[src/hw/rtl/pci_pkg.sv]
// ----------------------------------------------------------------------------
// Pulse charge integrator package
// Shared widths, limits, register codes and the frame snapshot type.
// ----------------------------------------------------------------------------
package pci_pkg;

  // Frame and store geometry.
  localparam int MAX_FRAME        = 4096;
  localparam int PREFIX_DEPTH     = 256;
  localparam int PEDESTAL_DIVISOR = 20;

  // Field widths.
  localparam int TIME_W     = 32;
  localparam int SAMPLE_W   = 16;
  localparam int THR_W      = 16;
  localparam int SCALE_W    = 32;
  localparam int FRAC_W     = 16;
  localparam int CHARGE_W   = 48;
  localparam int HEIGHT_W   = 17;
  localparam int CFG_IDX_W  = 1;
  localparam int CFG_DATA_W = 32;

  // Derived widths.
  localparam int CNT_W  = $clog2(MAX_FRAME + 1);
  localparam int SUM_W  = CNT_W + SAMPLE_W;
  localparam int PFX_AW = $clog2(PREFIX_DEPTH);
  localparam int PFX_W  = PFX_AW + SAMPLE_W;
  localparam int DIV_W  = $clog2(PEDESTAL_DIVISOR + 1);
  localparam int DIFF_W = ((SUM_W > PFX_W + DIV_W) ? SUM_W : PFX_W + DIV_W) + 1;
  localparam int PROD_W = DIFF_W + SCALE_W + 1;

  // Division of the frame length by the pedestal divisor is done as a
  // multiply by a rounded-up reciprocal; the error stays below one part in
  // the divisor for every count the counter can hold.
  localparam int RECIP_SHIFT = 20;
  localparam int RECIP_W     = RECIP_SHIFT + 1;
  localparam logic [RECIP_W-1:0] RECIP =
    RECIP_W'(((1 << RECIP_SHIFT) + PEDESTAL_DIVISOR - 1) / PEDESTAL_DIVISOR);

  localparam logic [CNT_W-1:0] NO_DEPARTURE = '1;

  // Register reset values.
  localparam logic [THR_W-1:0]   THRESHOLD_RESET = THR_W'(2621);
  localparam logic [SCALE_W-1:0] SCALE_RESET     = SCALE_W'(65536);

  typedef enum logic [CFG_IDX_W-1:0] {
    REG_PEAK_THRESHOLD = 1'b0,
    REG_CHARGE_SCALE   = 1'b1
  } cfg_reg_t;

  // Everything the charge stage needs from a frame that has just closed.
  typedef struct packed {
    logic signed [SUM_W-1:0]    sum;
    logic signed [SAMPLE_W-1:0] minimum;
    logic [CNT_W-1:0]           first_departure;
    logic [PFX_AW-1:0]          pedestal_len;
    logic                       too_long;
  } frame_snap_t;

endpackage

[src/hw/rtl/pci_result_if.sv]
// ----------------------------------------------------------------------------
// Result channel
// Valid/ready channel carrying one closed-frame result per beat.
// ----------------------------------------------------------------------------
interface pci_result_if;
  import pci_pkg::*;

  logic                       valid;
  logic                       ready;
  logic signed [CHARGE_W-1:0] charge;
  logic signed [HEIGHT_W-1:0] pulse_height;
  logic                       frame_skipped;
  logic                       frame_too_long;

  modport source (output valid, output charge, output pulse_height,
                  output frame_skipped, output frame_too_long, input ready);
  modport sink   (input valid, input charge, input pulse_height,
                  input frame_skipped, input frame_too_long, output ready);
endinterface

[src/hw/rtl/pci_charge.sv]
// ----------------------------------------------------------------------------
// Charge calculator
// Pedestal subtraction, scaling multiply and result register for one
// closed frame per beat.
// ----------------------------------------------------------------------------
module pci_charge (
  input  logic                              clk,
  input  logic                              rst,
  input  logic                              snap_valid,
  input  pci_pkg::frame_snap_t              snap,
  input  logic signed [pci_pkg::PFX_W-1:0]  pedestal_sum,
  input  logic [pci_pkg::SCALE_W-1:0]       charge_scale,
  output logic                              snap_free,
  pci_result_if.source                      results
);
  import pci_pkg::*;

  localparam int SHIFT_W = PROD_W - FRAC_W;
  localparam int QX_W    = ((SHIFT_W > CHARGE_W) ? SHIFT_W : CHARGE_W) + 1;
  localparam logic signed [QX_W-1:0] CHG_MAX = (QX_W'(1) <<< (CHARGE_W - 1)) - QX_W'(1);
  localparam logic signed [QX_W-1:0] CHG_MIN = -(QX_W'(1) <<< (CHARGE_W - 1));

  // Stage 1: negated pedestal-subtracted sum.
  logic                       k1_valid;
  logic signed [DIFF_W-1:0]   k1_neg_diff;
  logic                       k1_skipped;
  logic signed [HEIGHT_W-1:0] k1_height;
  logic                       k1_too_long;

  // Stage 2: scaled product.
  logic                       k2_valid;
  logic signed [PROD_W-1:0]   k2_prod;
  logic                       k2_skipped;
  logic signed [HEIGHT_W-1:0] k2_height;
  logic                       k2_too_long;

  logic                       out_free, k2_free, k1_free;
  logic signed [PFX_W-1:0]    ped_val;
  logic signed [DIFF_W-1:0]   diff;
  logic                       skipped;
  logic signed [QX_W-1:0]     qx;
  logic signed [CHARGE_W-1:0] charge_sat;

  assign out_free  = !results.valid || results.ready;
  assign k2_free   = !k2_valid || out_free;
  assign k1_free   = !k1_valid || k2_free;
  assign snap_free = k1_free;

  assign ped_val = (snap.pedestal_len == '0) ? '0 : pedestal_sum;
  assign diff    = DIFF_W'($signed(snap.sum)) -
                   $signed(DIFF_W'(PEDESTAL_DIVISOR)) * DIFF_W'(ped_val);
  assign skipped = snap.first_departure < CNT_W'(snap.pedestal_len);

  // Floor division by 2^FRAC_W is an arithmetic shift.
  assign qx = QX_W'($signed(k2_prod[PROD_W-1:FRAC_W]));
  assign charge_sat = (qx > CHG_MAX) ? CHG_MAX[CHARGE_W-1:0] :
                      (qx < CHG_MIN) ? CHG_MIN[CHARGE_W-1:0] : qx[CHARGE_W-1:0];

  always_ff @(posedge clk) begin
    if (rst) begin
      k1_valid <= 1'b0;
    end else if (k1_free) begin
      k1_valid <= snap_valid;
    end
    if (k1_free && snap_valid) begin
      k1_neg_diff <= -diff;
      k1_skipped  <= skipped;
      k1_height   <= -HEIGHT_W'($signed(snap.minimum));
      k1_too_long <= snap.too_long;
    end
  end

  always_ff @(posedge clk) begin
    if (rst) begin
      k2_valid <= 1'b0;
    end else if (k2_free) begin
      k2_valid <= k1_valid;
    end
    if (k2_free && k1_valid) begin
      k2_prod     <= k1_skipped ? '0 :
                     PROD_W'(k1_neg_diff) * PROD_W'($signed({1'b0, charge_scale}));
      k2_skipped  <= k1_skipped;
      k2_height   <= k1_height;
      k2_too_long <= k1_too_long;
    end
  end

  always_ff @(posedge clk) begin
    if (rst) begin
      results.valid <= 1'b0;
    end else if (out_free) begin
      results.valid <= k2_valid;
    end
    if (out_free && k2_valid) begin
      results.charge         <= charge_sat;
      results.pulse_height   <= k2_height;
      results.frame_skipped  <= k2_skipped;
      results.frame_too_long <= k2_too_long;
    end
  end

endmodule

[src/flat_wrapper.sv]
// flat-port wrapper written by rule: the top's interface ports become plain ports
module pci_charge_flat import pci_pkg::*;
  (clk, rst, snap_valid, snap, pedestal_sum, charge_scale, snap_free, results_valid, results_charge, results_pulse_height, results_frame_skipped, results_frame_too_long, results_ready);
  pci_result_if results_i ();
  input  logic clk;
  input  logic rst;
  input  logic snap_valid;
  input  pci_pkg::frame_snap_t snap;
  input  logic signed [pci_pkg::PFX_W-1:0] pedestal_sum;
  input  logic [pci_pkg::SCALE_W-1:0] charge_scale;
  output logic snap_free;
  output wire logic [$bits(results_i.valid)-1:0] results_valid;
  output wire logic [$bits(results_i.charge)-1:0] results_charge;
  output wire logic [$bits(results_i.pulse_height)-1:0] results_pulse_height;
  output wire logic [$bits(results_i.frame_skipped)-1:0] results_frame_skipped;
  output wire logic [$bits(results_i.frame_too_long)-1:0] results_frame_too_long;
  input wire logic [$bits(results_i.ready)-1:0] results_ready;
  assign results_valid = results_i.valid;
  assign results_charge = results_i.charge;
  assign results_pulse_height = results_i.pulse_height;
  assign results_frame_skipped = results_i.frame_skipped;
  assign results_frame_too_long = results_i.frame_too_long;
  assign results_i.ready = results_ready;
  pci_charge u_core (.clk(clk), .rst(rst), .snap_valid(snap_valid), .snap(snap), .pedestal_sum(pedestal_sum), .charge_scale(charge_scale), .snap_free(snap_free), .results(results_i));
endmodule
[config.mk]
export PLATFORM = sky130hd
export DESIGN_NAME = pci_charge_flat
export DESIGN_NICKNAME = d
export VERILOG_FILES = /design/src/hw/rtl/pci_pkg.sv /design/src/hw/rtl/pci_result_if.sv /design/src/hw/rtl/pci_charge.sv /design/src/flat_wrapper.sv
export SDC_FILE = /design/constraint.sdc
export NUM_CORES = 2
export LEC_CHECK = 0
export BUFFER_PORTS_ARGS = -buffer_cell sky130_fd_sc_hd__buf_2
export CAP_MARGIN = 0
export CELL_PAD_IN_SITES_DETAIL_PLACEMENT = 1
export CELL_PAD_IN_SITES_GLOBAL_PLACEMENT = 1
export CORE_MARGIN = 1.5
export CORE_UTILIZATION = 50
export CTS_CLUSTER_SIZE = 28
export DETAILED_ROUTE_END_ITERATION = 10
export GPL_ROUTABILITY_DRIVEN = 0
export PLACE_DENSITY = 0.79
export SYNTH_ARGS = -nofsm -noshare
export SYNTH_HDL_FRONTEND = slang
export SYNTH_SLANG_ARGS = --single-unit
[constraint.sdc]
create_clock -name clk -period 10.9 [get_ports clk]
set_clock_uncertainty 0.05 [all_clocks]
set_input_delay 1.635 -clock clk [delete_from_list [all_inputs] [get_ports clk]]
set_output_delay 1.635 -clock clk [all_outputs]
set_load 0.02 [all_outputs]
# Word level (Yosys, flattened, before mapping)
# Cells that the tools add are included.
[op_classes]
multipliers = 2
n_reduce_logical = 10
muxes = 2
order_cmp = 3
add_sub_neg = 3
[op_table]
columns = ["operator", "n"]
rows = [
  ["multiplier 30 x 33 -> 63 bit", 1],
  ["> comparator 47 x 48 -> 1 bit (second input constant)", 1],
  ["< comparator 47 x 48 -> 1 bit (second input constant)", 1],
  ["2-to-1 mux 48 bit", 1],
  ["negation 30 bit", 1],
  ["subtractor 29 x 30 -> 30 bit", 1],
  ["multiplier 4 x 24 -> 28 bit (first input constant)", 1],
  ["2-to-1 mux 24 bit", 1],
  ["negation 16 -> 17 bit", 1],
  ["< comparator 13 x 8 -> 1 bit", 1],
  ["logical NOT 8 bit", 1],
  ["logical AND 1 bit", 3],
  ["logical NOT 1 bit", 3],
  ["logical OR 1 bit", 3],
]
[totals]
inputBits = 127
word_cells = 35
out_inout_bits = 69
ff_bits = 201

# Longest topological paths before layout
[logic_depth]
ltp_word = 5
depth_mapped = 28
depth_no_buf = 26

# Least setup slack after synthesis
# OpenSTA, ideal clock, no wires.
[synth_timing]
path_type = "input port to flip-flop"
start = "in charge_scale[28] (netlist name)"
end = "reg u_core.k2_prod[59] (data pin)"
setup_time_ns = 0.262
path_stages = 25
t_required_ns = 10.588
n_path_buf = 2
slack_ns = 2.142
arrival_ns = 8.446
path_cell_list = "clkbuf_1 and2_1 fa_1 inv_1 fa_1 fa_1 inv_1 fa_1 fa_1 fa_1 fa_1 inv_1 fa_1 inv_1 ha_1 clkbuf_1 nand4_1 nor4_2 a211oi_1 a211o_1 a31oi_1 a221o_1 o22ai_1 o31a_1 mux2_1"
[synth_between]
elab_chain_cells = 1
[synth_lines]
columns = ["item", "line_no", "text"]
rows = [
  ["start: declaration", "flat_wrapper.sv:10", "input logic [pci_pkg::SCALE_W-1:0] charge_scale;"],
  ["multiplier 30 x 33 -> 63 bit", "pci_charge.sv:81", "PROD_W'(k1_neg_diff) * PROD_W'($signed({1'b0, charge_scale}));"],
  ["end signal: assignment", "pci_charge.sv:80", "k2_prod <= k1_skipped ? '0 :"],
  ["end: declaration", "pci_charge.sv:32", "logic signed [PROD_W-1:0] k2_prod;"],
]
# No other way between the ends.
# A chain may end at the register's enable or synchronous reset.

# Final worst setup path
[layout_timing]
start = "in charge_scale[16] (netlist name)"
end = "reg u_core.k2_prod[46] (data pin)"
# The elaborated chain is that of the path after synthesis.

==> flow_summary.json <==
{
  "grt_max_degree": 67,
  "synth.mux.area_fraction_pct": 0.164,
  "first_pass_grt_wire_length_mm": 195,
  "place.detailed.instances": 5400,
  "number_of_resized_instances_in_the_post_cts_repair_step": 0,
  "wire_per_inst_um": 22.5,
  "detail_route.first_pass.iterations": 6,
  "number_of_setup_buffers_added_after_cts": 0,
  "period_minus_slack_ps": 9590,
  "clock_tree.buffer_depth": 2,
  "worst_hold_path.endpoint": "u_core.results.charge[25]",
  "route.vias.total": 30200,
  "slew_headroom_pct": 8.29,
  "synth_simple_gate_area_share_pct": 16.4,
  "synth_compound_area_share_pct": 5.02,
  "via_count_of_the_first_global_routing_pass": 35200,
  "setup_viol": 0,
  "synthesis.nets": 5679,
  "die_w_um": 290,
  "die_h_um": 290,
  "tritoncts.num_buffers": 17,
  "synth-adder-area-share_pct": 51.8,
  "critPathRequiredTime_ps": 11110,
  "reg_to_reg_setup_timing_slack_ps": 1910,
  "critical-path-max-stage-delay_ps": 560,
  "maxcap_viol_count": 0,
  "async_reset_ff_share_pct": 0,
  "num_io_pins": 196,
  "path_class": "in2reg",
  "drt.antenna.violating_nets": 0,
  "rows": 105,
  "tritoncts_clock_tree": "yes",
  "grt_usage_pct": 30.2,
  "postSynthCellCount": 4351,
  "rsz0062_at_grt": "false",
  "ctsHoldBuffers": 0,
  "report.final.slew_viol_count": 0,
  "holdPathStages": 0,
  "core_area_mm2": 0.0818,
  "run_status": "finished, final reports clean",
  "residual_overflow_from_global_routing": 0,
  "io_buffer_count": 195,
  "drt-vias-per-instance": 5.56,
  "synth_xor_area_share_pct": 2.09,
  "num-nets-final": 5677,
  "timing.critical_path.slowest_stage_cell": "fa_1",
  "yosysWarningCount": 0,
  "finish.cell_count_without_fillers": 5434,
  "worst_hold_path_class": "reg2reg",
  "cts_htree_levels": 4,
  "final.period_utilization_pct": 88.0,
  "drt_wl_total_mm": 123,
  "largest_family_of_logic_cells_by_synthesized_area": "adder cells",
  "initialDrtViolationCount": 1750,
  "startpoint_of_the_lowest_slack_hold_path": "u_core.k2_prod[41]",
  "crit_top_cell": "fa_1",
  "maximum_fanout_encountered_on_the_critical_timing_path": 18,
  "synth_edf_count": 182,
  "drive_gt1_share_pct": 6.56,
  "tightest_slew_ps": 1380,
  "cp-start-kind": "primary input",
  "die_area_mm2": 0.0841,
  "number_of_distinct_library_cells_after_synthesis": 64,
  "antenna_found_initial": 6,
  "average_cell_area_after_synthesis_um2": 9.46,
  "cts_sinks": 185,
  "cts.root.buffer_cell": "clkbuf_16",
  "ys.flop_type": "edfxtp_1",
  "synth.cell_area_mm2": 0.0412,
  "end_kind": "flip-flop",
  "arrival_time_of_the_worst_setup_path_ps": 9800,
  "tns_ps": 0,
  "r2r_start": "u_core.k1_neg_diff[15]",
  "clock_pin_transition_on_the_worst_setup_and_hold_timing_paths_ps": 110,
  "worst_r2r_endpoint": "u_core.k2_prod[35]",
  "number_of_drc_violations_after_detailed_routing": 0,
  "reg2regPathDepth": 23,
  "seq_area_frac_synth_pct": 13.4,
  "clk-insertion-delay-late_ps": 490,
  "yosys_register_bits": 185,
  "syn_to_final_growth_pct": 5.67,
  "detailed_place_hpwl_mm": 93.4,
  "initial_core_util_pct": 50.3,
  "hold_viol_final": 0,
  "utilization_pct": 53.1,
  "max_clock_freq_mhz": 104
}
-- area by class of cell --
cell class,count,area [um2]
Fill cell,9372,38400
Multi-Input combinational cell,2948,31100
Sequential cell,185,5530
Inverter,964,3620
Tap cell,1070,1340
Timing Repair Buffer,233,1260
Clock buffer,17,425
Clock inverter,15,223
Antenna cell,2,5.00
-- layer usage --
layer,global-route usage (%),wire [um],vias to the layer above
li1,-,-,13000
met1,35.6,45900,15800
met2,54.5,64000,982
met3,3.91,6520,350
met4,14.3,6040,2
met5,0,15,-
-- placed cells by master, fill, tap and decap left out, drive strengths merged, types with 33 or more instances in the layout --
cell	netlist	final
nand2b	33	33
a21oi	111	111
nor2b	38	38
inv	964	973
and2	534	534
buf	2	233
o21ai	49	49
a21o	45	45
xnor2	66	66
nor2	108	108
edfxtp	182	182
fa	837	837
ha	364	364
nand2	488	488
-- registers in the layout (all words and copies together), names as in the netlist, 17 cells and up --
signal,count
u_core.k1_height,17
u_core.k1_neg_diff,30
u_core.k2_height,17
u_core.k2_prod,47
u_core.results.charge,48
u_core.results.pulse_height,17
-- stage by stage --
step                cell area (um2)  setup WS, ps  hold WS [ps]
finish                        43500          1310           363
detailed placement            42800           903           356
floorplan                     41200          2140           350
global route                  43500           925           374
CTS                           43500          1440           365
global placement              42800          1120           351
-- worst max-delay path: cells and delay by family --
family / cells / cell delay, ps
buffers and inverters: 6 / 1070
AND/OR/NAND/NOR: 2 / 410
AO/OA/AOI/OAI: 7 / 2020
adder cells (fa/ha/maj): 9 / 4290
multiplexers: 1 / 350
-- Yosys cell counts (all sizes together), types with 3 or more instances --
master / count / share of area (%)
clkbuf: 252 / 2.3
a2111oi: 4 / 0.085
or3: 5 / 0.076
o2111ai: 7 / 0.15
xor2: 32 / 0.68
o21ai: 49 / 0.60
a21boi: 5 / 0.091
o211ai: 8 / 0.15
fa: 837 / 41
o221ai: 3 / 0.064
nand4: 16 / 0.24
or2: 7 / 0.11
a211oi: 6 / 0.12
and3: 11 / 0.17
a21o: 45 / 0.82
dfxtp: 3 / 0.15
a31o: 3 / 0.064
mux2: 6 / 0.16
nor2: 108 / 0.98
xnor2: 66 / 1.4
ha: 364 / 11
o21a: 13 / 0.24
and2: 534 / 8.1
a221oi: 5 / 0.11
inv: 964 / 8.8
edfxtp: 182 / 13
nor2b: 38 / 0.58
a221o: 3 / 0.073
o31a: 4 / 0.085
nor4: 10 / 0.20
nand3b: 3 / 0.055
nand3: 23 / 0.28
a31oi: 17 / 0.26
nand2: 488 / 4.4
a21oi: 111 / 1.3
or4: 3 / 0.055
nor3: 29 / 0.35
and4: 5 / 0.11
o21bai: 20 / 0.36
o31ai: 6 / 0.12
nand2b: 33 / 0.50
-- cell families after synthesis --
family	Yosys count
simple gates	1320
compound gates	323
buf+inv	1218
fa+ha+maj	1201
mux	6
xor+xnor	98
flops	185
-- how the worst max path moves through the flow --
stage | from | to | slack, ps | depth (start not counted)
detailed placement | charge_scale[16] | u_core.k2_prod[46] | 900 | 25
global placement | charge_scale[16] | u_core.k2_prod[46] | 1120 | 25
floorplan | charge_scale[28] | u_core.k2_prod[59] | 2140 | 25
finish | charge_scale[16] | u_core.k2_prod[46] | 1310 | 25
CTS | charge_scale[16] | u_core.k2_prod[60] | 1440 | 25
global route | charge_scale[16] | u_core.k2_prod[60] | 930 | 24
Power is left out: the tool's default activity adds up to more than one toggle a clock period on the data nets, which glitch-free logic cannot reach.
